[src/rtl/eatrm_pkg.sv]
package eatrm_pkg;

	localparam int Q = 30;
	localparam int VW = 34;
	localparam int ANGLE_WIDTH = 16;
	localparam int COEF_WIDTH = 16;
	localparam logic signed [VW-1:0] Q30_PI      = 34'sd3373259426;
	localparam logic signed [VW-1:0] Q30_HALF_PI = 34'sd1686629713;
	localparam logic signed [VW-1:0] Q30_GAIN    = 34'sd652032874;
	localparam logic signed [VW-1:0] Q30_HALF    = 34'sd536870912;

	typedef enum logic [3:0] {
		SEQ_XZX = 4'd0, SEQ_XYX = 4'd1, SEQ_YXY = 4'd2, SEQ_YZY = 4'd3,
		SEQ_ZYZ = 4'd4, SEQ_ZXZ = 4'd5, SEQ_XZY = 4'd6, SEQ_XYZ = 4'd7,
		SEQ_YXZ = 4'd8, SEQ_YZX = 4'd9, SEQ_ZYX = 4'd10, SEQ_ZXY = 4'd11
	} seq_t;

	typedef struct packed {
		logic signed [ANGLE_WIDTH-1:0] angle_first;
		logic signed [ANGLE_WIDTH-1:0] angle_second;
		logic signed [ANGLE_WIDTH-1:0] angle_third;
		logic [3:0]                    axis_sequence;
	} in_item_t;

	typedef struct packed {
		logic signed [COEF_WIDTH-1:0] m00;
		logic signed [COEF_WIDTH-1:0] m01;
		logic signed [COEF_WIDTH-1:0] m02;
		logic signed [COEF_WIDTH-1:0] m10;
		logic signed [COEF_WIDTH-1:0] m11;
		logic signed [COEF_WIDTH-1:0] m12;
		logic signed [COEF_WIDTH-1:0] m20;
		logic signed [COEF_WIDTH-1:0] m21;
		logic signed [COEF_WIDTH-1:0] m22;
		logic                         bad_sequence;
	} out_item_t;

	function automatic logic signed [VW-1:0] atan_q30(input int i);
		logic signed [VW-1:0] r;
		begin
			case (i)
				0: r = 34'sd843314857;
				1: r = 34'sd497837829;
				2: r = 34'sd263043837;
				3: r = 34'sd133525159;
				4: r = 34'sd67021688;
				5: r = 34'sd33543516;
				6: r = 34'sd16775851;
				7: r = 34'sd8388437;
				8: r = 34'sd4194283;
				9: r = 34'sd2097149;
				default: r = (i < 31) ? (34'sd1 <<< (30 - i)) : 34'sd0;
			endcase
			return r;
		end
	endfunction

	// rounded Q30 product
	function automatic logic signed [VW-1:0] pm(input logic signed [VW-1:0] a,
			input logic signed [VW-1:0] b);
		logic signed [2*VW-1:0] p;
		begin
			p = a * b + 68'(Q30_HALF);
			return VW'(p >>> Q);
		end
	endfunction

endpackage

[src/rtl/eatrm_cordic.sv]
module eatrm_cordic #(
	parameter int ANGLE_WIDTH = 16,
	parameter int STAGES = 16
) (
	input  logic                          clk,
	input  logic signed [ANGLE_WIDTH-1:0] angle,
	output logic signed [eatrm_pkg::VW-1:0] cos_v,
	output logic signed [eatrm_pkg::VW-1:0] sin_v
);
	localparam int VW = eatrm_pkg::VW;

	logic signed [VW-1:0] x_s[STAGES+1];
	logic signed [VW-1:0] y_s[STAGES+1];
	logic signed [VW-1:0] z_s[STAGES+1];
	logic                 f_s[STAGES+1];
	logic signed [VW-1:0] z0;

	assign z0 = VW'(angle) <<< (33 - ANGLE_WIDTH);

	// range fold, one register stage
	always_ff @(posedge clk) begin
		x_s[0] <= eatrm_pkg::Q30_GAIN;
		y_s[0] <= '0;
		if (z0 > eatrm_pkg::Q30_HALF_PI) begin
			z_s[0] <= z0 - eatrm_pkg::Q30_PI;
			f_s[0] <= 1'b1;
		end else if (z0 < -eatrm_pkg::Q30_HALF_PI) begin
			z_s[0] <= z0 + eatrm_pkg::Q30_PI;
			f_s[0] <= 1'b1;
		end else begin
			z_s[0] <= z0;
			f_s[0] <= 1'b0;
		end
	end

	for (genvar i = 0; i < STAGES; i++) begin : g_st
		always_ff @(posedge clk) begin
			f_s[i+1] <= f_s[i];
			if (!z_s[i][VW-1]) begin
				x_s[i+1] <= x_s[i] - (y_s[i] >>> i);
				y_s[i+1] <= y_s[i] + (x_s[i] >>> i);
				z_s[i+1] <= z_s[i] - eatrm_pkg::atan_q30(i);
			end else begin
				x_s[i+1] <= x_s[i] + (y_s[i] >>> i);
				y_s[i+1] <= y_s[i] - (x_s[i] >>> i);
				z_s[i+1] <= z_s[i] + eatrm_pkg::atan_q30(i);
			end
		end
	end

	assign cos_v = f_s[STAGES] ? -x_s[STAGES] : x_s[STAGES];
	assign sin_v = f_s[STAGES] ? -y_s[STAGES] : y_s[STAGES];
endmodule
[config.mk]
export PLATFORM = sky130hd
export DESIGN_NAME = eatrm_cordic
export DESIGN_NICKNAME = d
export VERILOG_FILES = /design/src/rtl/eatrm_pkg.sv /design/src/rtl/eatrm_cordic.sv
export SDC_FILE = /design/constraint.sdc
export NUM_CORES = 2
export LEC_CHECK = 0
export ABC_AREA = 0
export BUFFER_PORTS_ARGS = -buffer_cell sky130_fd_sc_hd__buf_2
export CORE_MARGIN = 1.5
export CORE_UTILIZATION = 65
export CTS_CLUSTER_DIAMETER = 200
export DETAILED_ROUTE_END_ITERATION = 10
export PLACE_DENSITY = 0.82
export REMOVE_ABC_BUFFERS = 1
export SYNTH_ARGS = -nofsm -noshare
export SYNTH_HDL_FRONTEND = slang
export SYNTH_SLANG_ARGS = --single-unit
[constraint.sdc]
create_clock -name clk -period 7 [get_ports clk]
set_clock_uncertainty 0.1 [all_clocks]
set_input_delay 1.75 -clock clk [delete_from_list [all_inputs] [get_ports clk]]
set_output_delay 1.75 -clock clk [all_outputs]
set_load 0.01 [all_outputs]
== Word level (Yosys, flattened, before mapping) ==
Memory sizes are Yosys's and may differ from the RTL's.
Cells that the tools add are included.

* Register bits: 0
* Bits in writable memories: 1751
* Bits of input ports: 17
* Output and inout port bits: 68
* Word-level logic and storage cells: 251
* Memories: 4

{| class="wikitable"
|+ Memories
! memory !! words !! width !! rd ports !! clocked after memory_dff !! write ports !! RTL line !! RTL
|-
| x_s || 17 || 34 || 17 || 0 || 17 || eatrm_cordic.sv:12 || <nowiki>logic signed [VW-1:0] x_s[STAGES+1];</nowiki>
|-
| y_s || 17 || 34 || 17 || 0 || 17 || eatrm_cordic.sv:13 || <nowiki>logic signed [VW-1:0] y_s[STAGES+1];</nowiki>
|-
| z_s || 17 || 34 || 16 || 0 || 17 || eatrm_cordic.sv:14 || <nowiki>logic signed [VW-1:0] z_s[STAGES+1];</nowiki>
|-
| f_s || 17 || 1 || 17 || 0 || 17 || eatrm_cordic.sv:15 || <nowiki>logic f_s[STAGES+1];</nowiki>
|}

* Add/sub/neg operators: 99
* Magnitude comparators: 2
* Multiplexer cells: 94
* Bitwise logic cells: 52

{| class="wikitable"
|+ Operators by type and width
! kind !! number
|-
| $mux W34 || 52
|-
| $add A34 B19 Y34 || 2
|-
| $add A34 B20 Y34 || 2
|-
| $add A34 B21 Y34 || 2
|-
| $add A34 B22 Y34 || 2
|-
| $add A34 B22 Y34 const B || 2
|-
| $add A34 B23 Y34 || 2
|-
| $add A34 B24 Y34 || 2
|-
| $add A34 B25 Y34 || 2
|-
| $add A34 B26 Y34 || 2
|-
| $add A34 B27 Y34 || 2
|-
| $add A34 B28 Y34 || 2
|-
| $add A34 B29 Y34 || 2
|-
| $add A34 B30 Y34 || 2
|-
| $add A34 B31 Y34 || 2
|-
| $add A34 B32 Y34 || 2
|-
| $add A34 B33 Y34 || 2
|-
| $neg A34 Y34 || 2
|-
| $sub A34 B19 Y34 || 2
|-
| $sub A34 B20 Y34 || 2
|-
| $sub A34 B21 Y34 || 2
|-
| $sub A34 B22 Y34 || 2
|-
| $sub A34 B22 Y34 const B || 2
|-
| $sub A34 B23 Y34 || 2
|-
| 46 further kinds || 149
|}

== Longest topological paths before layout ==
* Word-level depth: 6
* Mapped depth: 22
* Depth with buffers taken out: 22

== Worst setup path before layout ==
OpenSTA, ideal clock, no wires.

* Kind: register to register
* From: mem y_s[9][9]
* To: mem x_s[10][33]
* Library setup time: 72 ps
* Data arrival time: 4769 ps
* Data required time: 6828 ps
* Path slack: 2059 ps
* Stages on the path, launching flop included: 22
* Buffers on the path: 0
* Cells stage by stage: dfxtp_1 -> inv_1 -> ha_1 -> nand2b_1 -> or4_1 -> nor4_1 -> nand2_1 -> or4_1 -> or2_2 -> o21ai_1 -> xnor2_1 -> ha_1 -> o21ai_0 -> o21bai_1 -> or2_2 -> a211o_1 -> a221oi_1 -> o21ai_0 -> a31oi_1 -> o21ai_0 -> a21oi_1 -> xnor2_1

{| class="wikitable"
|+ RTL lines
! element !! RTL line
|-
| from (decl) || eatrm_cordic.sv:13
|-
| to (decl) || eatrm_cordic.sv:12
|}

==> metrics.md <==
| Metric | Value |
|---|---|
| Status | completed |
| Req. time, crit path | between 5 and 6 ns |
| Max transition margin | 0.205 |
| RSZ-0062 raised after global routing | false |
| HP Start | f_s[0][5] |
| Wire length on met1 | 124000 um |
| CTS tree | yes |
| Rows | 147 |
| Global route overflow | 0 |
| Layout net count | between 10000 and 15000 |
| Remaining DRCs | 0 |
| Buffer count from post-CTS setup fixing | 0 |
| CP endpoint kind | output pin |
| Minimum clock period | 5.98 ns |
| Starting Density | 0.654 |
| Cts bufs inserted | 158 |
| EDFF count, synth | 21 |
| Worst setup slack after layout | 1.02 ns |
| Met3 wire len | about 17000 um |
| WL met2 | 132000 um |
| Routability congestion estimate from global placement | 0.968 |
| Area grow syn2layout | 8.07% |
| Largest net degree at the start of global routing | 69 |
| Hold EP | f_s[0][6] |
| Worst skew pair latency | ~0.82 ns |
| Ports | 85 |
| Number of global-route vias before repair | roughly 88000 |
| Worst Setup SP | x_s[16][0] |
| Worst slack, placed | 1.37 ns |
| Die Area | between 150000 and 200000 um2 |
| Top achievable clock speed | 167 MHz |
| Share of cells above drive strength 1 | 0.0437 |
| Hold Slack | roughly 0.23 ns |
| Clock Tree Root | clkbuf_16 |
| R2R depth | 18 |
| Primary FF master, synth | dfxtp_1 |
| Ys Warns | 0 |
| Iteration-0 DRC Markers | 6502 |
| Final setup fails | 0 |
| Top routing layer in use | met5 |
| First-pass GRT wire length | 451000 um |
| Worst Hold Path Cells | 0 |
| Die extent in x | 405 um |
| Seq/Total Area, Yosys | 0.273 |
| Final WL | 283000 um |
| Period utilization | 0.854 |
| Total GRT Usage | 0.335 |
| IO buf count | 84 |
| Worst-margin pin slew | 1.19 ns |
| Largest area contributor in the synthesized netlist | dfxtp_1 |
| Reg-to-reg slack, setup | 1.25 ns |
| Final count of hold timing violations | 0 |
| DR WL/cell | 19.2 um |
| Core area | about 160000 um2 |
| Vias per cell | roughly 6.2 |
| Post-CTS sizing | 0 |
| HP Class | reg -> reg |
| Die Span Y | 405 um |
| CP Max Fanout | 5 |
| Post-route ant nets | 0 |
| Worst reg2reg startpoint | y_s[9][9] |
| Synth top cells by count | 1399 x dfxtp_1, 1345 x a21oi_1, 1343 x ha_1, 1205 x xnor2_1, 1077 x nor2_1 |
| Synth top area share | 0.267 |
| Setup_tns | 0 ns |
| Area contributors post-synth | dfxtp_1 27%, ha_1 16%, xnor2_1 10% |
| Count leader, synth | dfxtp_1 |
| CP startpoint kind | flop |
| Fin util | 0.707 |
| Initial DRT Pass Iterations | 6 |
| CTS clk-pin slew, worst paths | 0.06 ns |
| Initial antenna violation count | 8 |
| Distinct cells, synth | 90 |
| Async SR Flop Fraction | 0 |
| R2R Path End | x_s[10][33] |
| # Max-Cap Violations | 0 |
| Cts hold-fix bufs | 0 |
| Number of synthesized register bits | 1420 |
| Mapped Area | 105000 um2 |
| Longest Clk Path Bufs | 3 |
| Via count | 90905 |
| Mean Syn Cell Area | 8.51 um2 |
| Num Clock Sinks | 1420 |
| Detail Placement HPWL | 226000 um |
| CP Class | reg -> out |
| Crit path DAT | 4.13 ns |
| H-Tree Depth | 4 |
| Pins Over Slew Limit | 0 |
| Syn Inst Count | about 12000 |
-- per-layer routing --
metal | up-vias | track usage
met5 | - | 0
met3 | 590 | 0.0483
li1 | 44606 | -
met2 | 2588 | 0.570
met4 | 2 | 0.126
met1 | 43119 | 0.429
-- logic make-up (layout without fill, tap and decap cells) --
kind of cell	Yosys count	in the layout	share of synthesized area
flip-flops	1420	1420	0.273
adder cells (fa/ha/maj)	1385	1385	0.168
AND/OR/NAND/NOR	3110	3110	0.143
XOR/XNOR	1846	1846	0.154
buffers and inverters	748	994	0.0268
multiplexers	111	111	0.0112
AO/OA/AOI/OAI	3703	3703	0.224
other	1	37	0.0000357
-- final cells by class --
| cell class | instances | area (um2) |
|---|---|---|
| diodes | 16 | 40.0 |
| clock buffers | 220 | 4590 |
| clock inverters | 70 | 926 |
| fillers | 12823 | 47000 |
| inverters | 573 | 2150 |
| multi-input cells | 10176 | 73500 |
| flip-flops and latches | 1420 | 28700 |
| well taps | 2160 | 2700 |
| repair buffers | 131 | 773 |
-- metrics by stage --
step | cells | instance area [um2]
after global routing | 14756 | 113000
after detailed placement | 14460 | 108000
after global placement | 14460 | 108000
after CTS | 14750 | 113000
after floorplan | 12169 | 104000
final | 14766 | 113000
-- worst max path at each step --
stage                   to  slack [ns]
2_1_floorplan   z_s[3][33]        1.10
4_1_cts          cos_v[32]        0.97
6_report         cos_v[32]        1.02
3_3_place_gp   x_s[10][33]        1.29
3_5_place_dp   x_s[10][33]        1.37
5_1_grt        x_s[10][33]        0.75
-- critical path, stage by stage, from the launching register on --
cell and delay [ns]:
dfxtp_1 0.31, inv_1 0.07, ha_1 0.16, nand2_1 0.07, or3_1 0.38, or4_1 0.53, or4_1 0.51, or3_1 0.48
o31ai_2 0.26, a21boi_0 0.25, xnor2_1 0.14, buf_2 0.15
-- state kept, by name, indices dropped and copies added, names as in the netlist --
| register | count |
|---|---|
| f_s | 17 |
| x_s | 484 |
| y_s | 511 |
| z_s | 408 |
-- placed cells by master (no fill, tap or decap), types with 30 or more instances in the layout --
cell | Yosys | final
dfxtp_1 | 1399 | 1384
a21oi_1 | 1345 | 1345
ha_1 | 1343 | 1343
xnor2_1 | 1205 | 1205
nor2_1 | 1077 | 1077
xor2_1 | 641 | 641
a21o_1 | 590 | 590
o21ai_0 | 587 | 587
nand2_1 | 571 | 571
inv_1 | 570 | 570
nor3_1 | 324 | 324
o21a_1 | 201 | 201
nand2b_1 | 199 | 199
nand3_1 | 195 | 195
o21bai_1 | 167 | 167
clkbuf_16 | 0 | 163
nor2b_1 | 153 | 153
a31oi_1 | 126 | 126
and3_1 | 98 | 98
a211oi_1 | 98 | 98
buf_2 | 1 | 84
or3_1 | 81 | 81
and2_1 | 76 | 76
nor4_1 | 72 | 72
nand4_1 | 68 | 68
o31ai_1 | 65 | 65
mux2i_1 | 62 | 62
a21boi_0 | 55 | 55
o41ai_1 | 50 | 50
mux2_2 | 49 | 49
o211ai_1 | 48 | 48
buf_4 | 2 | 47
or4_1 | 46 | 46
fa_1 | 42 | 42
or2_2 | 37 | 37
nor3b_1 | 32 | 32
o31a_1 | 32 | 32
a31o_2 | 31 | 31
clkbuf_8 | 0 | 30
Power is left out: the tool's default activity adds up to more than one toggle a clock period on the data nets, which glitch-free logic cannot reach.
